$ cat config.mk
export PLATFORM = sky130hd
export DESIGN_NAME = flrb_ctrl
export DESIGN_NICKNAME = d
export VERILOG_FILES = /design/src/sv/fixed_length_radix_bignum_alu_defines.svh /design/src/sv/flrb_pkg.sv /design/src/sv/flrb_ctrl.sv
export SDC_FILE = /design/constraint.sdc
export NUM_CORES = 1
export LEC_CHECK = 0
export ABC_AREA = 0
export ABC_CLOCK_PERIOD_IN_PS = 2260
export BUFFER_PORTS_ARGS = -buffer_cell sky130_fd_sc_hd__buf_2
export CAP_MARGIN = 20
export CORE_MARGIN = 1.5
export CORE_UTILIZATION = 47
export CTS_CLUSTER_DIAMETER = 200
export CTS_CLUSTER_SIZE = 28
export DETAILED_ROUTE_END_ITERATION = 16
export HOLD_SLACK_MARGIN = 0.06
export PLACE_DENSITY = 0.9
export SLEW_MARGIN = 25
export SYNTH_ARGS = -nofsm -noshare
export SYNTH_HDL_FRONTEND = slang
export SYNTH_SLANG_ARGS = --single-unit
$ cat constraint.sdc
create_clock -name clk -period 2.26 [get_ports clk]
set_input_delay 0.452 -clock clk [delete_from_list [all_inputs] [get_ports clk]]
set_output_delay 0.452 -clock clk [all_outputs]
set_load 0.005 [all_outputs]
$ cat src/sv/fixed_length_radix_bignum_alu_defines.svh
// Assertion macros used by the bignum ALU top level.
`ifndef FIXED_LENGTH_RADIX_BIGNUM_ALU_DEFINES_SVH
`define FIXED_LENGTH_RADIX_BIGNUM_ALU_DEFINES_SVH

// Same-cycle implication, checked on clk and disabled while arst_n is low.
`define FLRB_ASSERT_IMP(lbl, ante, cons, msg) \
	lbl: assert property (@(posedge clk) disable iff (!arst_n) (ante) |-> (cons)) else $error(msg);

// Next-cycle implication, checked on clk and disabled while arst_n is low.
`define FLRB_ASSERT_NXT(lbl, ante, cons, msg) \
	lbl: assert property (@(posedge clk) disable iff (!arst_n) (ante) |=> (cons)) else $error(msg);

`endif

$ cat src/sv/flrb_pkg.sv
// Types and constants shared by the bignum ALU modules.
package flrb_pkg;

	localparam int ELEM_W = 14;
	localparam int IDX_W  = 8;
	localparam int DVS_W  = 32;

	typedef enum logic [2:0] {
		CMD_ASSIGN = 3'd0,
		CMD_LOAD   = 3'd1,
		CMD_ADD    = 3'd2,
		CMD_SUB    = 3'd3,
		CMD_DIV    = 3'd4,
		CMD_CMP    = 3'd5,
		CMD_READ   = 3'd6,
		CMD_NOP    = 3'd7
	} cmd_t;

	typedef enum logic [1:0] {
		ST_OK       = 2'd0,
		ST_ADD_OVF  = 2'd1,
		ST_SUB_UNF  = 2'd2,
		ST_DIV_ZERO = 2'd3
	} status_t;

	typedef enum logic [1:0] {
		REL_EQ = 2'd0,
		REL_GT = 2'd1,
		REL_LT = 2'd2
	} rel_t;

	typedef enum logic [2:0] {
		MODE_NONE,
		MODE_ADD,
		MODE_SUB,
		MODE_CMP,
		MODE_RDOUT
	} dp_mode_t;

	typedef enum logic [3:0] {
		FSM_CLEAR,
		FSM_IDLE,
		FSM_ASGCLR,
		FSM_ASGSET,
		FSM_LOAD,
		FSM_SCAN,
		FSM_DRAIN,
		FSM_RD,
		FSM_RDW,
		FSM_DRD,
		FSM_DLD,
		FSM_DRUN,
		FSM_DWR,
		FSM_DONE
	} fsm_t;

	typedef struct packed {
		logic     init;
		logic     clr_we;
		logic     asg_we;
		logic     ld_we;
		logic     rd;
		logic     rd_idx;
		logic     div_start;
		logic     div_wr;
		dp_mode_t mode;
	} dp_cmd_t;

	typedef struct packed {
		logic              carry;
		logic              div_zero;
		logic              div_done;
		rel_t              rel;
		logic [ELEM_W-1:0] rdv;
	} dp_stat_t;

	// Packed so that status sits in the lowest bits.
	typedef struct packed {
		logic [ELEM_W-1:0] read_value;
		rel_t              relation;
		status_t           status;
	} result_t;

endpackage

$ cat src/sv/flrb_ctrl.sv
// Controller: sequences each request over the element memories.
module flrb_ctrl #(
	parameter int ELEMENTS = 256
) (
	input  logic                          clk,
	input  logic                          arst_n,
	input  logic                          start,
	input  flrb_pkg::cmd_t                start_cmd,
	input  flrb_pkg::cmd_t                cmd,
	input  flrb_pkg::dp_stat_t            stat,
	input  logic                          out_free,
	output logic                          idle,
	output logic                          push,
	output flrb_pkg::result_t             res,
	output flrb_pkg::dp_cmd_t             dcmd,
	output logic [$clog2(ELEMENTS)-1:0]   addr
);

	localparam int AW = $clog2(ELEMENTS);

	flrb_pkg::fsm_t state_q, state_d;
	logic [AW-1:0]  cnt_q, cnt_d;
	logic           last_up;
	logic           last_dn;
	logic           up_scan;
	flrb_pkg::dp_mode_t scan_mode;

	assign last_up = cnt_q == AW'(ELEMENTS - 1);
	assign last_dn = cnt_q == '0;
	assign up_scan = cmd == flrb_pkg::CMD_CMP;

	always_comb begin
		unique case (cmd)
			flrb_pkg::CMD_ADD: scan_mode = flrb_pkg::MODE_ADD;
			flrb_pkg::CMD_SUB: scan_mode = flrb_pkg::MODE_SUB;
			default:           scan_mode = flrb_pkg::MODE_CMP;
		endcase
	end

	// Next state and element counter.
	always_comb begin
		state_d = state_q;
		cnt_d   = cnt_q;
		unique case (state_q)
			flrb_pkg::FSM_CLEAR: begin
				cnt_d = cnt_q + AW'(1);
				if (last_up) begin
					state_d = flrb_pkg::FSM_IDLE;
					cnt_d   = '0;
				end
			end
			flrb_pkg::FSM_IDLE: begin
				if (start) begin
					cnt_d = '0;
					unique case (start_cmd)
						flrb_pkg::CMD_ASSIGN: state_d = flrb_pkg::FSM_ASGCLR;
						flrb_pkg::CMD_LOAD:   state_d = flrb_pkg::FSM_LOAD;
						flrb_pkg::CMD_ADD, flrb_pkg::CMD_SUB: begin
							state_d = flrb_pkg::FSM_SCAN;
							cnt_d   = AW'(ELEMENTS - 1);
						end
						flrb_pkg::CMD_CMP:    state_d = flrb_pkg::FSM_SCAN;
						flrb_pkg::CMD_DIV:    state_d = flrb_pkg::FSM_DRD;
						flrb_pkg::CMD_READ:   state_d = flrb_pkg::FSM_RD;
						default:              state_d = flrb_pkg::FSM_DONE;
					endcase
				end
			end
			flrb_pkg::FSM_ASGCLR: begin
				cnt_d = cnt_q + AW'(1);
				if (last_up) begin
					state_d = flrb_pkg::FSM_ASGSET;
				end
			end
			flrb_pkg::FSM_ASGSET: state_d = flrb_pkg::FSM_DONE;
			flrb_pkg::FSM_LOAD:   state_d = flrb_pkg::FSM_DONE;
			flrb_pkg::FSM_SCAN: begin
				cnt_d = up_scan ? cnt_q + AW'(1) : cnt_q - AW'(1);
				if (up_scan ? last_up : last_dn) begin
					state_d = flrb_pkg::FSM_DRAIN;
				end
			end
			flrb_pkg::FSM_DRAIN: state_d = flrb_pkg::FSM_DONE;
			flrb_pkg::FSM_RD:    state_d = flrb_pkg::FSM_RDW;
			flrb_pkg::FSM_RDW:   state_d = flrb_pkg::FSM_DONE;
			flrb_pkg::FSM_DRD: begin
				state_d = stat.div_zero ? flrb_pkg::FSM_DONE : flrb_pkg::FSM_DLD;
			end
			flrb_pkg::FSM_DLD: state_d = flrb_pkg::FSM_DRUN;
			flrb_pkg::FSM_DRUN: begin
				if (stat.div_done) begin
					state_d = flrb_pkg::FSM_DWR;
				end
			end
			flrb_pkg::FSM_DWR: begin
				cnt_d = cnt_q + AW'(1);
				state_d = last_up ? flrb_pkg::FSM_DONE : flrb_pkg::FSM_DRD;
			end
			flrb_pkg::FSM_DONE: begin
				if (out_free) begin
					state_d = flrb_pkg::FSM_IDLE;
				end
			end
			default: state_d = flrb_pkg::FSM_CLEAR;
		endcase
	end

	// Datapath commands and handshake outputs.
	always_comb begin
		dcmd = '0;
		dcmd.mode = flrb_pkg::MODE_NONE;
		idle = 1'b0;
		push = 1'b0;
		addr = cnt_q;
		unique case (state_q)
			flrb_pkg::FSM_CLEAR:  dcmd.clr_we = 1'b1;
			flrb_pkg::FSM_IDLE: begin
				idle      = 1'b1;
				dcmd.init = start;
			end
			flrb_pkg::FSM_ASGCLR: dcmd.clr_we = 1'b1;
			flrb_pkg::FSM_ASGSET: dcmd.asg_we = 1'b1;
			flrb_pkg::FSM_LOAD:   dcmd.ld_we  = 1'b1;
			flrb_pkg::FSM_SCAN: begin
				dcmd.rd   = 1'b1;
				dcmd.mode = scan_mode;
			end
			flrb_pkg::FSM_DRAIN:  dcmd.mode = scan_mode;
			flrb_pkg::FSM_RD: begin
				dcmd.rd     = 1'b1;
				dcmd.rd_idx = 1'b1;
			end
			flrb_pkg::FSM_RDW:    dcmd.mode = flrb_pkg::MODE_RDOUT;
			flrb_pkg::FSM_DRD:    dcmd.rd = !stat.div_zero;
			flrb_pkg::FSM_DLD:    dcmd.div_start = 1'b1;
			flrb_pkg::FSM_DRUN:   dcmd.mode = flrb_pkg::MODE_NONE;
			flrb_pkg::FSM_DWR:    dcmd.div_wr = 1'b1;
			flrb_pkg::FSM_DONE:   push = out_free;
			default:              dcmd.mode = flrb_pkg::MODE_NONE;
		endcase
	end

	always_comb begin
		res.status = flrb_pkg::ST_OK;
		unique case (cmd)
			flrb_pkg::CMD_ADD: if (stat.carry) res.status = flrb_pkg::ST_ADD_OVF;
			flrb_pkg::CMD_SUB: if (stat.carry) res.status = flrb_pkg::ST_SUB_UNF;
			flrb_pkg::CMD_DIV: if (stat.div_zero) res.status = flrb_pkg::ST_DIV_ZERO;
			default:           res.status = flrb_pkg::ST_OK;
		endcase
		res.relation   = (cmd == flrb_pkg::CMD_CMP) ? stat.rel : flrb_pkg::REL_EQ;
		res.read_value = (cmd == flrb_pkg::CMD_READ) ? stat.rdv : '0;
	end

	always_ff @(posedge clk or negedge arst_n) begin
		if (!arst_n) begin
			state_q <= flrb_pkg::FSM_CLEAR;
			cnt_q   <= '0;
		end else begin
			state_q <= state_d;
			cnt_q   <= cnt_d;
		end
	end

endmodule

After elaboration in Yosys (flattened, before gate mapping) --
Index checks and enable logic that the tools add are counted.
Storage, ports and cells: word-level logic and storage cells 83, memory bits (writable) 0, bits in latches 0, register bits 12, memories 0, memory bits (read-only) 0
Cells by class: reduce and logical (&&, ||, !) cells 14, muxes and demuxes 34, shifts and indexed selects 0, div/mod/pow operators 0, add/sub/neg operators 2, multiply operators 0, bitwise operators 0, equality and inequality tests 31, order comparisons 0
Operator list (number):
- case mux 4 bit (11 select lines) | 1
- 2-to-1 mux 8 bit | 4
- case mux 8 bit (4 select lines) | 1
- equality test 4 bit, second input constant | 6
- 2-to-1 mux 4 bit | 6
- case mux 4 bit (5 select lines) | 1
- equality test 3 bit, second input constant | 6
- equality test 4 x 3 -> 1 bit, second input constant | 4
- 2-to-1 mux 14 bit | 1
- equality test 3 x 2 -> 1 bit, second input constant | 4
- != test 2 bit, second input constant | 6
- 2-to-1 mux 1 bit | 11
- OR reduction 2 bit | 5
- adder 8 x 1 -> 8 bit, second input constant | 1
- equality test 4 x 2 -> 1 bit, second input constant | 2
- equality test 8 bit, second input constant | 1
- logical NOT 8 bit | 1
- subtractor 8 x 1 -> 8 bit, second input constant | 1
- 2-to-1 mux 2 bit | 3
- 2-to-1 mux 3 bit | 2
- case mux 2 bit (3 select lines) | 1
- case mux 3 bit (2 select lines) | 1
- AND reduction 6 bit | 1
- equality test 4 x 1 -> 1 bit, second input constant | 1
- other kinds (10) | 10

Longest topological paths before layout --
Gate-level depths: netlist of run 1.
depth in word-level cells 5, mapped depth 7

Worst setup path before layout of run 1 --
No wires, ideal clock.
path kind reg-to-reg, start point register cnt_q[3], in the netlist addr[3], end point register state_q[1], arrival 1.983 ns, period minus slack after synthesis 2.108 ns, stages on the path, launching flop included 7, required time 2.135 ns, setup slack 0.152 ns, library setup time 0.125 ns, cells stage by stage dfrtp_1 > buf_6 > or4_4 > nor4b_4 > o22ai_1 > or2_4 > mux2_4
On the way: cells in the longest elaborated chain, start to end 4, elaborated cells between the ends (all ways) 7, those cells by class eq/ne (4); mux (1); reduce/logical (2)
Ends and longest elaborated chain:
- start, declared | line flrb_ctrl.sv:22 | logic [AW-1:0] cnt_q, cnt_d;
- start signal, assigned | line flrb_ctrl.sv:161 | cnt_q <= cnt_d;
- equality test 8 bit / logical NOT 8 bit (equally long branches) | line flrb_ctrl.sv:28, flrb_ctrl.sv:29
- 2-to-1 mux 1 bit | line flrb_ctrl.sv:79 | if (up_scan ? last_up : last_dn) begin
- != test 2 bit (no source line)
- AND reduction 6 bit (no source line) *
- end signal, assigned | line flrb_ctrl.sv:157 | state_q <= flrb_pkg::FSM_CLEAR;
- end signal, assigned | line flrb_ctrl.sv:160 | state_q <= state_d;
- end, declared | line flrb_ctrl.sv:21 | flrb_pkg::fsm_t state_q, state_d;
Every way passes the cells marked *; elsewhere a longest branch is shown, timed or not. A chain may end at the register's enable or synchronous reset.

Final worst setup path of run 1 --
start point register cnt_q[1], in the netlist addr[1], end point register cnt_q[1], in the netlist addr[1]
On the way: cells in the longest elaborated chain, start to end 3, elaborated cells between the ends (all ways) 6, those cells by class add/sub (2); eq/ne (1); mux (3)
Ends and longest elaborated chain:
- subtractor 8 x 1 -> 8 bit (tied with other cells) | line flrb_ctrl.sv:78 | cnt_d = up_scan ? cnt_q + AW'(1) : cnt_q - AW'(1);
- 2-to-1 mux 8 bit, on equally long branches | line flrb_ctrl.sv:78, flrb_ctrl.sv:47
- case mux 8 bit (4 select lines) * | line flrb_ctrl.sv:44 | unique case (state_q)
Marks and branches as above.

==> results of run 1 <==
[area by class of cell]
type	count	area, um^2	area share
Multi-Input combinational cell	165	1072	0.5494
Timing Repair Buffer	82	450.4	0.2308
Clock buffer	4	36.28	0.01859
Inverter	10	37.54	0.01923
Sequential cell	12	300.3	0.1538
Tap cell	44	55.05	0.02821
[cell usage after synthesis, types with 2 or more instances]
cell type,count
sky130_fd_sc_hd__nor2_1,18
sky130_fd_sc_hd__and2_1,17
sky130_fd_sc_hd__a21oi_1,13
sky130_fd_sc_hd__dfrtp_1,12
sky130_fd_sc_hd__nand2_1,11
sky130_fd_sc_hd__clkbuf_1,10
sky130_fd_sc_hd__inv_1,10
sky130_fd_sc_hd__o21ai_0,10
sky130_fd_sc_hd__nor3_1,8
sky130_fd_sc_hd__nand3_1,7
sky130_fd_sc_hd__nand2b_1,6
sky130_fd_sc_hd__a31oi_1,5
sky130_fd_sc_hd__o211ai_1,5
sky130_fd_sc_hd__nor2b_1,4
sky130_fd_sc_hd__o22ai_1,4
sky130_fd_sc_hd__xor2_1,4
sky130_fd_sc_hd__a2bb2oi_1,3
sky130_fd_sc_hd__and3_1,3
sky130_fd_sc_hd__buf_2,3
sky130_fd_sc_hd__ha_1,3
sky130_fd_sc_hd__xnor2_1,3
sky130_fd_sc_hd__a21o_1,2
sky130_fd_sc_hd__nand4_1,2
sky130_fd_sc_hd__nand4b_1,2
sky130_fd_sc_hd__nor3b_1,2
sky130_fd_sc_hd__nor4_1,2
sky130_fd_sc_hd__o31ai_1,2
sky130_fd_sc_hd__or3_1,2
[critical path, delay by kind of cell, from the launching register on]
family / cells / cell delay (ns)
AOI/OAI and AO/OA: 3 / 0.80
and+or+nand+nor: 2 / 0.61
DFF: 1 / 0.44
adders and majority gates: 1 / 0.24
[worst max-delay path by stage]
stage | startpoint | depth (start not counted) | end
floorplan | addr[3] | 6 | state_q[1]
global placement | addr[1] | 5 | addr[2]
detailed placement | addr[1] | 5 | addr[2]
CTS | addr[1] | 6 | addr[1]
global route | addr[1] | 6 | addr[1]
finish | addr[1] | 6 | addr[1]
[registers in the layout (all words and copies together), names as in the netlist]
register and cells:
addr 8, state_q 4
[timing repair]
item / 4_1_cts / 5_1_grt
gates resized for setup: 0 / 2
hold endpoints to repair: 12 / 0
endpoints found under the setup margin: 0 / 4
hold buffers: 1 / 0
setup buffers: 0 / 1
[kinds of logic (layout without fill, tap and decap cells)]
kind of cell / Yosys count / after routing / share of synthesized area
DFF: 12 / 12 / 0.2036
AOI/OAI and AO/OA: 58 / 58 / 0.2621
muxes: 2 / 2 / 0.01696
and+or+nand+nor: 95 / 95 / 0.3783
buffers and inverters: 25 / 96 / 0.07209
xor gates and xnor gates: 7 / 7 / 0.04156
adders and majority gates: 3 / 3 / 0.02545
[metal layers]
layer  vias to the layer above  wire length, um  GRT usage
li1                        881                -          -
met1                       800             1875     0.3564
met2                       113             2111     0.4603
met3                         7              326    0.01747
met4                         0               53    0.08117
met5                         -                0          0
[power by group]
group	internal, W	switching [W]
combinational	0.000827	0.000946
clock	0.0000981	0.0000776
sequential	0.000319	0.000189
total	0.00124	0.00121
[metrics by stage]
step	cell area [um^2]	TNS [ns]	hold slack, ns	instances
floorplan	1475	0	0.1564	202
global placement	1894	0	0.3448	311
detailed placement	1894	0	0.3519	311
CTS	1941	0	0.5431	316
global route	1952	-0.007887	0.5700	317
finish	1952	0	0.5372	317
==> results.txt, run 1 <==
----------------------------------------------------
[Global route]
  Vias in the first global route ... 1626
  Pin count of the biggest net entering global routing ... 20
  Total gr overflow ... 0
  Global Route Usage Sum ... 0.2667
  Number of antenna violations at the first check in global routing ... 0
  First-pass GRT wire length ... 7238 um

[Route]
  DRT antenna net count ... 0
  Vias per Instance ... 5.681
  Final routed DRC violation total ... 0
  Violation count after the first detailed-routing iteration ... 113
  Detailed-route via count ... 1801
  WL per Instance ... 13.77 um
  First-pass detailed-route iteration total ... 5
  Wirelength, routed ... 4366 um

[Logic synthesis]
  Average size of a mapped cell ... 7.303 um^2
  Async set or reset register ratio after synthesis ... 1.000
  Top post-synthesis cells by area ... sky130_fd_sc_hd__dfrtp_1 (20%), sky130_fd_sc_hd__and2_1 (7.2%), sky130_fd_sc_hd__nor2_1 (4.6%), sky130_fd_sc_hd__a21oi_1 (4.4%), sky130_fd_sc_hd__o21ai_0 (3.4%)
  Portion of synthesized cell area occupied by the leading cell type ... 0.2036
  FF+latch count, synth ... 12
  Area leader, netlist ... sky130_fd_sc_hd__dfrtp_1
  Yosys warns ... 0
  Main synth FF type ... sky130_fd_sc_hd__dfrtp_1
  Cell area after technology mapping ... 1475 um^2
  Synthesized net count ... 234
  EDFF count, synth ... 0
  Fraction of the yosys area taken by sequential cells ... 0.2036
  Cell count after synthesis ... 202
  Number of distinct standard cells referenced by the synthesized netlist ... 57

[Clock tree]
  Sinks on the clock net ... 12
  CTS clk-pin slew, worst paths ... 0.08 ns
  CTS H-tree depth ... 1
  Maximum buffer depth of the clock tree ... 2
  Root buffer selected by CTS ... sky130_fd_sc_hd__clkbuf_4
  CTS tree ... done
  Number of buffers created by CTS ... 3
  Clk Latency, worst-skew pair ... 0.28 ns

[Finish]
  Ratio of cells with drive above 1 in the final layout ... 0.3480
  Layout Area Growth over Synthesis ... 32.32%
  Most frequent standard cell in the layout excluding fill and tap cells ... sky130_fd_sc_hd__buf_2
  Layout Nets ... 306
  Diode insertion count for antenna repair ... 0
  Share of the core filled with cells ... 0.6446
  Filler Cell Count ... 273
  Commonest cells after routing, fill and taps aside ... sky130_fd_sc_hd__buf_2 (67), sky130_fd_sc_hd__nor2_1 (18), sky130_fd_sc_hd__and2_1 (17), sky130_fd_sc_hd__buf_4 (14), sky130_fd_sc_hd__a21oi_1 (13)

[Setup path]
  Reg2reg start ... addr[1]
  Highest fanout seen on the critical path ... 9
  Category of the worst setup path launch point ... register
  Classification of the worst setup path ... register to register
  Critical register-to-register path endpoint ... addr[1]
  Worst setup slack for register-to-register paths ... 0.06 ns
  Critical Path, Cell by Cell ... ha_2, nand4_1, or3_1, a211o_2, a211oi_1, a21oi_1
  Arrival time of data at the critical path endpoint ... 2.36 ns
  Maximum single-stage delay on the critical path ... 0.44 ns
  Worst-path cell with the longest stage delay ... sky130_fd_sc_hd__dfrtp_1
  Worst Path Required ... 2.42 ns
  Worst reg-to-reg path cell count ... 6
  Nature of the critical path endpoint ... register

[Timing]
  Final Max Tran Viols ... 0
  Least-Margin Pin Slew ... 0.5380 ns
  Share of the clock period used by the worst path ... 0.9753
  Skew final ... 0.001775 ns
  FMAX ... 453.7 MHz
  Total setup violations reported at the end of the flow ... 0
  Number of endpoints with negative hold slack in the final report ... 0
  Headroom to the max-slew limit ... 0.6413
  Min Tclk post-route ... 2.204 ns
  Worst Setup Slack, final ... 0.05571 ns

[Power and ir drop]
  Max VDD drop ... 0.6543 mV
  Pwr Density ... 1259 nW/um^2
  Total power ... 0.002457 W
  LEAKAGE ... 0.9804 nW

[Worst hold path]
  Cell depth of the worst min-delay path ... 3
  Worst Hold Class ... input port to register
  Hold worst-path end ... state_q[2]
  Launch instance of the worst min-delay path ... out_free

[Placed design]
  Number of buffers inserted by port buffering ... 67
  Post-place setup slack ... 0.1155 ns
  RD Place Congestion ... 0.9401
  Half-perimeter wire length of the detailed placement result ... 3410 um

[Die]
  Effective utilization at floorplan ... 0.4872
  Boundary pin count ... 68
  Placeable Area ... 3028 um^2
  Horizontal die dimension ... 59.03 um
  Core Rows ... 20
  Die H ... 59.03 um
  Area of the die ... 3484 um^2

[Outcome]
  Status ... completed

[Job]
  Max-cap violation count ... 0

----------------------------------------------------
Power figures use the tool's default switching activity.
==> run 2, diff against run 1 <==
--- a/config.mk
+++ b/config.mk
@@ -6,7 +6,7 @@
 export NUM_CORES = 1
 export LEC_CHECK = 0
 export ABC_AREA = 0
-export ABC_CLOCK_PERIOD_IN_PS = 2260
+export ABC_CLOCK_PERIOD_IN_PS = 2100
 export BUFFER_PORTS_ARGS = -buffer_cell sky130_fd_sc_hd__buf_2
 export CAP_MARGIN = 20
 export CORE_MARGIN = 1.5
@@ -15,7 +15,7 @@
 export CTS_CLUSTER_SIZE = 28
 export DETAILED_ROUTE_END_ITERATION = 16
 export HOLD_SLACK_MARGIN = 0.06
-export PLACE_DENSITY = 0.9
+export PLACE_DENSITY = 0.8
 export SLEW_MARGIN = 25
 export SYNTH_ARGS = -nofsm -noshare
 export SYNTH_HDL_FRONTEND = slang
==> constraint.sdc (replaced) <==
create_clock -name clk -period 2.1 [get_ports clk]
set_input_delay 0.42 -clock clk [delete_from_list [all_inputs] [get_ports clk]]
set_output_delay 0.42 -clock clk [all_outputs]
set_load 0.005 [all_outputs]
==> results.txt, run 2 (same netlist as run 1, synthesis figures left out) <==
----------------------------------------------------
[Outcome]
  Status ... completed

[Clock tree]
  Number of buffers created by CTS ... 3 (unchanged)
  CTS tree ... done
  CTS clk-pin slew, worst paths ... 0.08 ns (about the same)
  CTS H-tree depth ... 1 (unchanged)
  Root buffer selected by CTS ... sky130_fd_sc_hd__clkbuf_4
  Clk Latency, worst-skew pair ... 0.27 ns (about the same)
  Sinks on the clock net ... 12 (unchanged)
  Maximum buffer depth of the clock tree ... 2 (unchanged)

[Die]
  Core Rows ... 20 (unchanged)
  Die H ... 59.03 um (unchanged)
  Effective utilization at floorplan ... 0.4872 (unchanged)
  Area of the die ... 3484 um^2 (unchanged)
  Boundary pin count ... 68 (unchanged)
  Placeable Area ... 3028 um^2 (unchanged)
  Horizontal die dimension ... 59.03 um (unchanged)

[Timing]
  Skew final ... 0.004422 ns (+0.002647 ns)
  Minimum hold slack ... 0.5121 ns (-0.02505 ns)
  Unrepaired setup endpoints after global routing ... yes
  Final Max Tran Viols ... 0 (unchanged)
  FMAX ... 486.5 MHz (+7.2%)
  Headroom to the max-slew limit ... 0.7245 (+0.08316)
  Number of endpoints with negative hold slack in the final report ... 0 (unchanged)
  Least-Margin Pin Slew ... 0.4125 ns (-0.1256 ns)
  Share of the clock period used by the worst path ... 0.9787 (+0.003374)
  Min Tclk post-route ... 2.055 ns (-0.1490 ns)
  Total setup violations reported at the end of the flow ... 0 (unchanged)

[Setup path]
  Critical Path, Cell by Cell ... or4_4, nor4b_4, o22ai_1, or2_4, mux2_4
  Classification of the worst setup path ... register to register
  Nature of the critical path endpoint ... register
  Highest fanout seen on the critical path ... 3 (-6)
  Arrival time of data at the critical path endpoint ... 2.22 ns (-0.14 ns)
  Worst-path cell with the longest stage delay ... sky130_fd_sc_hd__or4_4
  Worst Path Required ... 2.26 ns (-0.16 ns)
  Category of the worst setup path launch point ... register
  Maximum single-stage delay on the critical path ... 0.58 ns (+0.14 ns)

[Route]
  Violation count after the first detailed-routing iteration ... 95 (-16%)
  Final routed DRC violation total ... 0 (unchanged)
  Wirelength, routed ... 4478 um (+2.6%)
  First-pass detailed-route iteration total ... 5 (unchanged)
  DRT antenna net count ... 0 (unchanged)
  WL per Instance ... 13.91 um (+0.97%)
  Detailed-route via count ... 1815 (+0.78%)
  Vias per Instance ... 5.637 (-0.79%)

[Finish]
  Number of flip-flops under the largest register name ... 8 (unchanged)
  Commonest cells after routing, fill and taps aside ... sky130_fd_sc_hd__buf_2 (67), sky130_fd_sc_hd__buf_4 (20), sky130_fd_sc_hd__nor2_1 (18), sky130_fd_sc_hd__and2_1 (17), sky130_fd_sc_hd__a21oi_1 (13)
  Most frequent standard cell in the layout excluding fill and tap cells ... sky130_fd_sc_hd__buf_2
  Share of the core filled with cells ... 0.6574 (+0.01281)
  Diode insertion count for antenna repair ... 0 (unchanged)
  Layout Area Growth over Synthesis ... 34.94%
  Filler Cell Count ... 260 (-4.8%)
  Layout Nets ... 312 (+2.0%)
  Ratio of cells with drive above 1 in the final layout ... 0.3705 (+0.02252)
  Area used by multi-input combinational logic ... 1077 um^2 (+0.47%)
  Sequential standard cell area ... 302.8 um^2 (+0.83%)

[Global route]
  Vias in the first global route ... 1649 (+1.4%)
  Global Route Usage Sum ... 0.2681 (+0.001365)
  Total gr overflow ... 0 (unchanged)
  Pin count of the biggest net entering global routing ... 15 (-25%)
  First-pass GRT wire length ... 7265 um (+0.37%)
  Number of antenna violations at the first check in global routing ... 0 (unchanged)

[Power and ir drop]
  Max VDD drop ... 0.6565 mV (+0.34%)
  LEAKAGE ... 1.004 nW (+2.5%)
  Pwr Density ... 1351 nW/um^2 (+7.4%)

[Worst hold path]
  Worst Hold Class ... input port to register

[Placed design]
  Half-perimeter wire length of the detailed placement result ... 3518 um (+3.2%)
  RD Place Congestion ... 0.9579 (+1.9%)
  Number of buffers inserted by port buffering ... 67 (unchanged)

[Job]
  Max-cap violation count ... 0 (unchanged)

----------------------------------------------------
run 2: layout make-up:
type | instances | share of cell area
repair buffers | 88 | 0.2489
multi-input cells | 165 | 0.5412
clock buffers | 3 | 0.01131
flip-flops and latches | 12 | 0.1521
inverters | 10 | 0.01886
well taps | 44 | 0.02766
run 2: worst paths after layout:
path                                from         end  slack (ns)  cells past startpoint
worst max-delay path             addr[3]  state_q[1]        0.04                      5
worst min-delay path            out_free  state_q[2]        0.51                      3
worst max register to register   addr[3]  state_q[1]        0.04                      5
worst min register to register   addr[6]     addr[6]        0.62                      2
max in group asynchronous         arst_n  state_q[2]        1.32                      2
min in group asynchronous         arst_n     addr[7]        0.55                      2
run 2: stage by stage:
step / total power [W] / setup slack [ns] / cells / instance area [um^2] / TNS, ns
finish: 0.002690 / 0.04468 / 322 / 1991 / 0
global route: 0.002919 / -0.005984 / 322 / 1991 / -0.005984
CTS: 0.002603 / 0.01387 / 320 / 1964 / 0
detailed placement: 0.002449 / 0.05785 / 316 / 1932 / 0
global placement: 0.002421 / 0.1059 / 316 / 1932 / 0
floorplan: 0.001779 / 0.01300 / 202 / 1475 / 0
run 2: where the power goes:
part / switching [W] / total, W / internal, W
Sequential: 0.000132 / 0.000481 / 0.000349
Combinational: 0.00111 / 0.00206 / 0.000955
Clock: 0.0000791 / 0.000146 / 0.0000664
Total: 0.00132 / 0.00269 / 0.00137
run 2: timing repair:
item / CTS / global route
endpoints found under the setup margin: 0 / 7
gates resized for setup: 0 / 6
endpoints found under the hold margin: 12 / 0
hold buffers: 1 / 0
setup buffers: 0 / 2
run 2: critical path: cells and delay by family, from the launching register on:
family / cells / cell delay, ns
mux: 1 / 0.29
simple gates: 3 / 1.11
flops: 1 / 0.40
compound gates: 1 / 0.14
run 2: layer usage:
metal  vias to the layer above  track usage  wire length (um)
met3                        10      0.02402               364
met1                       803       0.3645              1929
met2                       109       0.4349              2100
met5                         -            0                 0
met4                         0       0.1136                82
li1                        893            -                 -
